--- src/hw/rtl/key_matrix_scan_debounce_defines.svh ---
// assertion macros for the key matrix scanner
// no dependencies; included by the files that check their own logic
`ifndef KEY_MATRIX_SCAN_DEBOUNCE_DEFINES_SVH
`define KEY_MATRIX_SCAN_DEBOUNCE_DEFINES_SVH
`ifndef SYNTHESIS
`define KMSD_ASSERT(lbl, prop, msg) \
  lbl: assert property (@(posedge clk) disable iff (!rst_n) prop) else $error(msg);
`define KMSD_ASSERT_ALWAYS(lbl, prop, msg) \
  lbl: assert property (@(posedge clk) prop) else $error(msg);
`else
`define KMSD_ASSERT(lbl, prop, msg)
`define KMSD_ASSERT_ALWAYS(lbl, prop, msg)
`endif
`endif

--- src/hw/rtl/kmsd_pkg.sv ---
// shared constants, types and the pin permutation of the key matrix scanner
// no dependencies
package kmsd_pkg;

  localparam int ROWS      = 8;
  localparam int COLS      = 16;
  localparam int PINS      = 8;
  localparam int COL_W     = 4;
  localparam int TIME_W    = 16;
  localparam int DEB_W     = 8;
  localparam int ROW_IDX_W = 3;
  localparam int IN_W      = 32;
  localparam int OUT_W     = 24;
  localparam int Q_DEPTH   = 2;
  localparam int Q_AW      = (Q_DEPTH > 1) ? $clog2(Q_DEPTH) : 1;
  localparam int Q_CW      = $clog2(Q_DEPTH + 1);

  localparam logic [DEB_W-1:0] DEBOUNCE_RST = DEB_W'(5);

  typedef logic [2:0] pin_row_t;
  localparam pin_row_t PIN_TO_ROW [PINS] = '{
    3'd5, 3'd0, 3'd3, 3'd2, 3'd4, 3'd1, 3'd6, 3'd7
  };

  typedef logic [PINS-1:0] sample_t;
  typedef logic [ROWS-1:0][COLS-1:0] rows_t;

  typedef struct packed {
    logic full;
    logic empty;
  } qstat_t;

  function automatic sample_t permute_pins(input sample_t pins);
    sample_t v;
    v = '0;
    for (int i = 0; i < PINS; i++) begin
      if (pins[i]) begin
        v[PIN_TO_ROW[i]] = 1'b1;
      end
    end
    return v;
  endfunction

endpackage

--- src/hw/rtl/key_matrix_scan_debounce.sv ---
// top level of the key matrix scanner with global debounce
// depends on kmsd_pkg, kmsd_front, kmsd_queue and kmsd_back
//
// in_* takes one request per strobed column: index, raw sense pins, ms timestamp.
// Pins are mapped to logical rows and compared with the stored column sample.
// When the last column arrives unchanged with a change pending and more than
// cfg_wr_data ms (written through cfg_wr_en) since that change, all samples are
// transposed into eight row words and sent on out_*, row 0 first, tlast on row 7.
// A column request is taken while in_tready is high, which holds while the
// snapshot queue (two commits deep) has room. A commit goes through the queue, the
// stable row register and the output register, then one word per cycle while
// out_tready is high; out_tvalid drops between commits as the next one loads.
// A stalled receiver holds the current word; once the queue fills, in_tready drops.
// Reset clears all samples, the pending flag and change time, the queue, and
// sets the debounce time to 5 ms.
module key_matrix_scan_debounce (
  input  logic                         clk,
  input  logic                         rst_n,
  input  logic                         cfg_wr_en,
  input  logic [kmsd_pkg::DEB_W-1:0]   cfg_wr_data,
  input  logic                         in_tvalid,
  output logic                         in_tready,
  input  logic [kmsd_pkg::IN_W-1:0]    in_tdata,   // column, sense_pins, now_ms
  output logic                         out_tvalid,
  input  logic                         out_tready,
  output logic [kmsd_pkg::OUT_W-1:0]   out_tdata,  // row_index, row_bits
  output logic                         out_tlast
);
  import kmsd_pkg::*;

  qstat_t q_stat;
  logic   q_push;
  logic   q_pop;
  rows_t  q_wdata;
  rows_t  q_rdata;

  kmsd_front u_front (
    .clk         (clk),
    .rst_n       (rst_n),
    .cfg_wr_en   (cfg_wr_en),
    .cfg_wr_data (cfg_wr_data),
    .in_tvalid   (in_tvalid),
    .in_tready   (in_tready),
    .in_tdata    (in_tdata),
    .q_stat      (q_stat),
    .q_push      (q_push),
    .q_wdata     (q_wdata)
  );

  kmsd_queue u_queue (
    .clk   (clk),
    .rst_n (rst_n),
    .push  (q_push),
    .wdata (q_wdata),
    .pop   (q_pop),
    .rdata (q_rdata),
    .stat  (q_stat)
  );

  kmsd_back u_back (
    .clk        (clk),
    .rst_n      (rst_n),
    .q_stat     (q_stat),
    .q_rdata    (q_rdata),
    .q_pop      (q_pop),
    .out_tvalid (out_tvalid),
    .out_tready (out_tready),
    .out_tdata  (out_tdata),
    .out_tlast  (out_tlast)
  );

endmodule

--- src/hw/rtl/kmsd_front.sv ---
// front end: column requests, sample store, change tracking and commit decision
// depends on kmsd_pkg
module kmsd_front (
  input  logic                         clk,
  input  logic                         rst_n,
  input  logic                         cfg_wr_en,
  input  logic [kmsd_pkg::DEB_W-1:0]   cfg_wr_data,
  input  logic                         in_tvalid,
  output logic                         in_tready,
  input  logic [kmsd_pkg::IN_W-1:0]    in_tdata,
  input  kmsd_pkg::qstat_t             q_stat,
  output logic                         q_push,
  output kmsd_pkg::rows_t              q_wdata
);
  import kmsd_pkg::*;

  logic [DEB_W-1:0]  debounce_r;
  sample_t           samples_r [COLS];
  logic              pending_r;
  logic [TIME_W-1:0] change_time_r;

  logic [COL_W-1:0]  col;
  sample_t           sample;
  logic [TIME_W-1:0] now;
  logic [TIME_W-1:0] elapsed;
  logic              accept;
  logic              col_ok;
  logic              changed;
  logic              commit;

  assign col    = in_tdata[COL_W-1:0];
  assign sample = permute_pins(in_tdata[COL_W +: PINS]);
  assign now    = in_tdata[COL_W+PINS +: TIME_W];

  assign in_tready = !q_stat.full;
  assign accept    = in_tvalid && in_tready;
  assign col_ok    = 32'(col) < COLS;
  assign changed   = col_ok && (samples_r[col[$clog2(COLS > 1 ? COLS : 2)-1:0]] != sample);
  assign elapsed   = now - change_time_r;
  assign commit    = col_ok && (32'(col) == COLS - 1) && !changed && pending_r &&
                     (elapsed > TIME_W'(debounce_r));
  assign q_push    = accept && commit;

  always_comb begin
    for (int r = 0; r < ROWS; r++) begin
      for (int c = 0; c < COLS; c++) begin
        q_wdata[r][c] = samples_r[c][r];
      end
    end
  end

  always_ff @(posedge clk) begin
    if (!rst_n) begin
      debounce_r    <= DEBOUNCE_RST;
      pending_r     <= 1'b0;
      change_time_r <= '0;
      for (int c = 0; c < COLS; c++) begin
        samples_r[c] <= '0;
      end
    end else begin
      if (cfg_wr_en) begin
        debounce_r <= cfg_wr_data;
      end
      if (accept && changed) begin
        samples_r[col[$clog2(COLS > 1 ? COLS : 2)-1:0]] <= sample;
        pending_r     <= 1'b1;
        change_time_r <= now;
      end else if (q_push) begin
        pending_r <= 1'b0;
      end
    end
  end

endmodule

--- src/hw/rtl/kmsd_queue.sv ---
// short queue of committed row snapshots between front and back end
// depends on kmsd_pkg
`include "key_matrix_scan_debounce_defines.svh"
module kmsd_queue (
  input  logic             clk,
  input  logic             rst_n,
  input  logic             push,
  input  kmsd_pkg::rows_t  wdata,
  input  logic             pop,
  output kmsd_pkg::rows_t  rdata,
  output kmsd_pkg::qstat_t stat
);
  import kmsd_pkg::*;

  rows_t           mem_r [Q_DEPTH];
  logic [Q_AW-1:0] wr_ptr_r;
  logic [Q_AW-1:0] rd_ptr_r;
  logic [Q_CW-1:0] cnt_r;
  logic            do_push;
  logic            do_pop;

  assign stat.full  = (cnt_r == Q_CW'(Q_DEPTH));
  assign stat.empty = (cnt_r == '0);
  assign do_push    = push && !stat.full;
  assign do_pop     = pop && !stat.empty;
  assign rdata      = mem_r[rd_ptr_r];

  always_ff @(posedge clk) begin
    if (do_push) begin
      mem_r[wr_ptr_r] <= wdata;
    end
  end

  always_ff @(posedge clk) begin
    if (!rst_n) begin
      wr_ptr_r <= '0;
      rd_ptr_r <= '0;
      cnt_r    <= '0;
    end else begin
      if (do_push) begin
        wr_ptr_r <= (wr_ptr_r == Q_AW'(Q_DEPTH - 1)) ? '0 : wr_ptr_r + 1'b1;
      end
      if (do_pop) begin
        rd_ptr_r <= (rd_ptr_r == Q_AW'(Q_DEPTH - 1)) ? '0 : rd_ptr_r + 1'b1;
      end
      cnt_r <= cnt_r + Q_CW'(do_push) - Q_CW'(do_pop);
    end
  end

  `KMSD_ASSERT(a_q_no_overflow, push |-> !stat.full, "commit pushed into full queue")
  `KMSD_ASSERT(a_q_no_underflow, pop |-> !stat.empty, "pop from empty queue")
  `KMSD_ASSERT(a_q_count_step, (push && !pop) |=> (cnt_r == $past(cnt_r) + 1'b1),
    "queue count did not follow push")

endmodule

--- src/hw/rtl/kmsd_back.sv ---
// back end: holds the stable row words and sends them one word at a time on out_*
// depends on kmsd_pkg
`include "key_matrix_scan_debounce_defines.svh"
module kmsd_back (
  input  logic                      clk,
  input  logic                      rst_n,
  input  kmsd_pkg::qstat_t          q_stat,
  input  kmsd_pkg::rows_t           q_rdata,
  output logic                      q_pop,
  output logic                      out_tvalid,
  input  logic                      out_tready,
  output logic [kmsd_pkg::OUT_W-1:0] out_tdata,
  output logic                      out_tlast
);
  import kmsd_pkg::*;

  typedef enum logic {ST_IDLE, ST_EMIT} state_t;

  state_t                state_r;
  rows_t                 stable_rows_r;
  logic [ROW_IDX_W-1:0]  idx_r;
  logic                  out_valid_r;
  logic [ROW_IDX_W-1:0]  out_row_r;
  logic [COLS-1:0]       out_bits_r;
  logic                  out_last_r;
  logic                  load;
  logic                  at_last;

  assign load    = !out_valid_r || out_tready;
  assign at_last = (idx_r == ROW_IDX_W'(ROWS - 1));
  assign q_pop   = (state_r == ST_IDLE) && !q_stat.empty;

  assign out_tvalid = out_valid_r;
  assign out_tlast  = out_last_r;
  assign out_tdata  = OUT_W'({out_bits_r, out_row_r});

  always_ff @(posedge clk) begin
    if (q_pop) begin
      stable_rows_r <= q_rdata;
    end
    if (load && state_r == ST_EMIT) begin
      out_row_r  <= idx_r;
      out_bits_r <= stable_rows_r[idx_r];
    end
  end

  always_ff @(posedge clk) begin
    if (!rst_n) begin
      state_r     <= ST_IDLE;
      idx_r       <= '0;
      out_valid_r <= 1'b0;
      out_last_r  <= 1'b0;
    end else begin
      case (state_r)
        ST_IDLE: begin
          if (load) begin
            out_valid_r <= 1'b0;
          end
          if (q_pop) begin
            idx_r   <= '0;
            state_r <= ST_EMIT;
          end
        end
        ST_EMIT: begin
          if (load) begin
            out_valid_r <= 1'b1;
            out_last_r  <= at_last;
            idx_r       <= idx_r + 1'b1;
            if (at_last) begin
              state_r <= ST_IDLE;
            end
          end
        end
        default: begin
          state_r <= ST_IDLE;
        end
      endcase
    end
  end

  `KMSD_ASSERT_ALWAYS(a_back_reset_quiet, !rst_n |=> !out_valid_r,
    "row word valid right after reset")
  `KMSD_ASSERT(a_back_last_is_top_row, (out_valid_r && out_last_r) |->
    (out_row_r == ROW_IDX_W'(ROWS - 1)), "last flag on wrong row")
  `KMSD_ASSERT(a_back_hold_on_stall, (out_valid_r && !out_tready) |=>
    (out_valid_r && $stable(out_row_r) && $stable(out_bits_r)), "stalled row word moved")

endmodule

--- config.mk ---
export PLATFORM = sky130hd
export DESIGN_NAME = key_matrix_scan_debounce
export DESIGN_NICKNAME = d
export VERILOG_FILES = /design/src/hw/rtl/kmsd_pkg.sv /design/src/hw/rtl/key_matrix_scan_debounce.sv /design/src/hw/rtl/kmsd_front.sv /design/src/hw/rtl/kmsd_queue.sv /design/src/hw/rtl/kmsd_back.sv
export VERILOG_INCLUDE_DIRS = /design/src /design/src/hw/rtl
export SDC_FILE = /design/constraint.sdc
export NUM_CORES = 1
export LEC_CHECK = 0
export BUFFER_PORTS_ARGS = -buffer_cell sky130_fd_sc_hd__clkbuf_2
export CAP_MARGIN = 20
export CORE_ASPECT_RATIO = 1.2
export CORE_MARGIN = 5
export CORE_UTILIZATION = 62
export CTS_BUF_LIST = sky130_fd_sc_hd__clkbuf_16
export DETAILED_ROUTE_END_ITERATION = 10
export GPL_TIMING_DRIVEN = 0
export PLACE_DENSITY = 0.82
export SYNTH_ARGS = -nofsm -noshare
export SYNTH_HDL_FRONTEND = slang
export SYNTH_SLANG_ARGS = --single-unit
--- constraint.sdc ---
create_clock -name clk -period 12 [get_ports clk]
set_clock_uncertainty 0.15 [all_clocks]
set_input_delay 2.4 -clock clk [delete_from_list [all_inputs] [get_ports clk]]
set_output_delay 2.4 -clock clk [all_outputs]
set_load 0.05 [all_outputs]
==> flow_metrics.tcl <==
set metrics [dict create \
    status "finished clean" \
    area_growth_pct 12.8 \
    first_pass_iters 6 \
    cts_max_level 2 \
    cts_num_sinks 566 \
    gr-usage-met3_pct 4.57 \
    ys.warnings.count 0 \
    met2_usage_pct 49.1 \
    ys.flop_type "edfxtp_1" \
    ant_nets 0 \
    async_reset_ff_share_pct 0 \
    relSlewSlack_pct 31.6 \
    min_period_ns 6.51 \
    setup_viol 0 \
    chipHeight_um 223 \
    drive_gt1_share_pct 24.8 \
    dp_slack_ns 4.94 \
    setup_slack_ns 5.49 \
    drt_wl_total_mm 59.6 \
    worst_pin_slew_ns 1.03 \
    drt-vias-per-instance 6.50 \
    rsz0062_at_grt "no" \
    required_ns 12.13 \
    start_util_pct 62.4 \
    ioPinCount 72 \
    vias 13400 \
    min_path_type "reg -> reg" \
    cts_tree "built" \
    use_met1_pct 37.6 \
    synth_edf_count 531 \
    p_per_area_nw_per_um2 198 \
    hold_buffers 0 \
    cts_resized 0 \
    grt_max_degree 35 \
    ys_ff_latch 566 \
    whs_ns 0.310 \
    layout.nets 1617 \
    cts_buffers 53 \
    die_area_um2 41800 \
    cp-start-kind "input port" \
    criticalPathCategory "in -> reg" \
    clk_latency_ns 0.60 \
    clk_pin_slew_ns 0.06 \
    final_cell_mix "531 x edfxtp_1, 144 x mux2_2, 88 x nand2_1" \
    clock_path_buffers 3 \
    p_total_mw 5.24 \
    drv_cap 0 \
    ir_drop_mv 0.122 \
    cp.arrival_ns 6.64 \
    fin_crit_sh_pct 54.3 \
    fp.coreArea_um2 37600 \
    cp-end-kind "register" \
    final_common_cell "edfxtp_1" \
    synth_top_cell_area_share_pct 68.1 \
    antenna_found_initial 2 \
    fmax_mhz 154 \
    top_usage_layer "met2" \
    std_cell_rows 78 \
    syn_area_per_cell_um2 16.6 \
    io_buffers 49 \
    post_cts_buffers 0 \
    detailed_place_hpwl_mm 42.5 \
    drc 0 \
    hold_violations 0 \
    yosysSeqAreaShare_pct 71.0 \
    crit_fanout 31 \
    power.leakage_nw 8.99 \
    grt_usage_pct 28.8 \
    slew_violations 0 \
    synth.distinct_cells 60 \
    yosys.area.top_type "edfxtp_1" \
    ys_top_cells_by_area "edfxtp_1 68%, mux2_2 6.9%, mux4_2 4.4%" \
    drtIter0Drc 1731 \
    synthesis.area_um2 23400 \
    place_congestion 1.02 \
    wl_per_cell_um 28.9 \
    synth_cells 1409 \
    die_width_um 187 \
    grt_pass1_wl_mm 88.2 \
    grt_overflow 0 \
    cts_root_buffer "clkbuf_16" \
    grt_pass1_vias 13500 \
]
logic make-up (layout without fill, tap and decap cells):
group,count (synthesis),in the layout,share of synthesized area (%)
multiplexers,257,257,14.6
AO/OA/AOI/OAI,86,86,2.65
buffers and inverters,139,311,2.69
AND/OR/NAND/NOR,304,304,6.48
adder cells (fa/ha/maj),28,28,1.53
XOR/XNOR,28,28,1.05
flip-flops,566,566,71.0
other,1,6,0.0160
path summary, 6_finish.rpt:
check / start / to / slack (ns) / cells past startpoint
max: in_tdata[12] / u_queue.mem_r[0][71] / 5.49 / 18
min: u_front.change_time_r[10] / u_front.change_time_r[10] / 0.31 / 2
max reg2reg: u_front.change_time_r[0] / u_queue.mem_r[0][71] / 7.13 / 16
min reg2reg: u_front.change_time_r[10] / u_front.change_time_r[10] / 0.31 / 2
cell usage after synthesis, types with 21 or more instances:
cell        n
dfxtp_1    35
mux2i_1    62
edfxtp_1  531
inv_1      36
clkbuf_1   54
nor2_1     34
nor3_1     75
mux4_2     46
nand2_1    88
nor4_1     58
ha_1       27
mux2_2    144
buf_2      21
flip-flops by register name (all words and copies together), names as in the netlist, 2 cells and up:
register,flops
u_queue.mem_r,256
u_back.stable_rows_r,128
u_front.samples_r,128
u_back.out_bits_r,16
u_front.change_time_r,16
u_front.debounce_r,8
u_back.idx_r,3
u_back.out_row_r,3
u_queue.cnt_r,2
power by group:
group          total, mW  internal (mW)  switching [mW]
combinational       1.10          0.408           0.694
sequential          2.52           2.43          0.0839
clock               1.62          0.911           0.708
total               5.24           3.75            1.49
stage by stage:
| step | utilization [%] | setup TNS [ns] | instances | cell area, um^2 |
|---|---|---|---|---|
| after CTS | 70.3 | 0 | 2063 | 26400 |
| after floorplan | - | 0 | 1413 | 23400 |
| after detailed placement | 65.8 | 0 | 1967 | 24700 |
| final | 70.4 | 0 | 2066 | 26400 |
| after global routing | 70.4 | 0 | 2065 | 26400 |
| after global placement | 64.7 | -670.24 | 1942 | 24300 |
worst max-delay path: stages:
cell,delay [ns]
clkbuf_2,0.10
inv_1,0.04
ha_1,0.21
fa_1,0.39
nand2b_1,0.18
a21oi_1,0.35
nor3_1,0.11
xnor2_1,0.17
ha_1,0.31
nand3_1,0.09
a21oi_1,0.15
o22ai_1,0.17
nand4_1,0.13
nor4_1,0.08
a311o_1,0.41
nor2_4,0.72
buf_12,0.30
buf_12,0.25
cell type report:
cell class | instances | area (um^2)
clock buffer | 53 | 1330
antenna | 1 | 2.50
clock inverter | 43 | 343
fill | 2311 | 11100
tap | 480 | 601
inverter | 36 | 135
sequential | 566 | 16600
multi-input combinational | 708 | 6250
buffer | 103 | 494
timing repair buffer | 76 | 636
layer usage:
metal	routed length (um)	up-vias
li1	-	5758
met1	21600	6776
met2	30100	743
met3	5240	142
met4	2680	4
met5	32	-
Note: power is estimated with default switching activity, not from simulation.
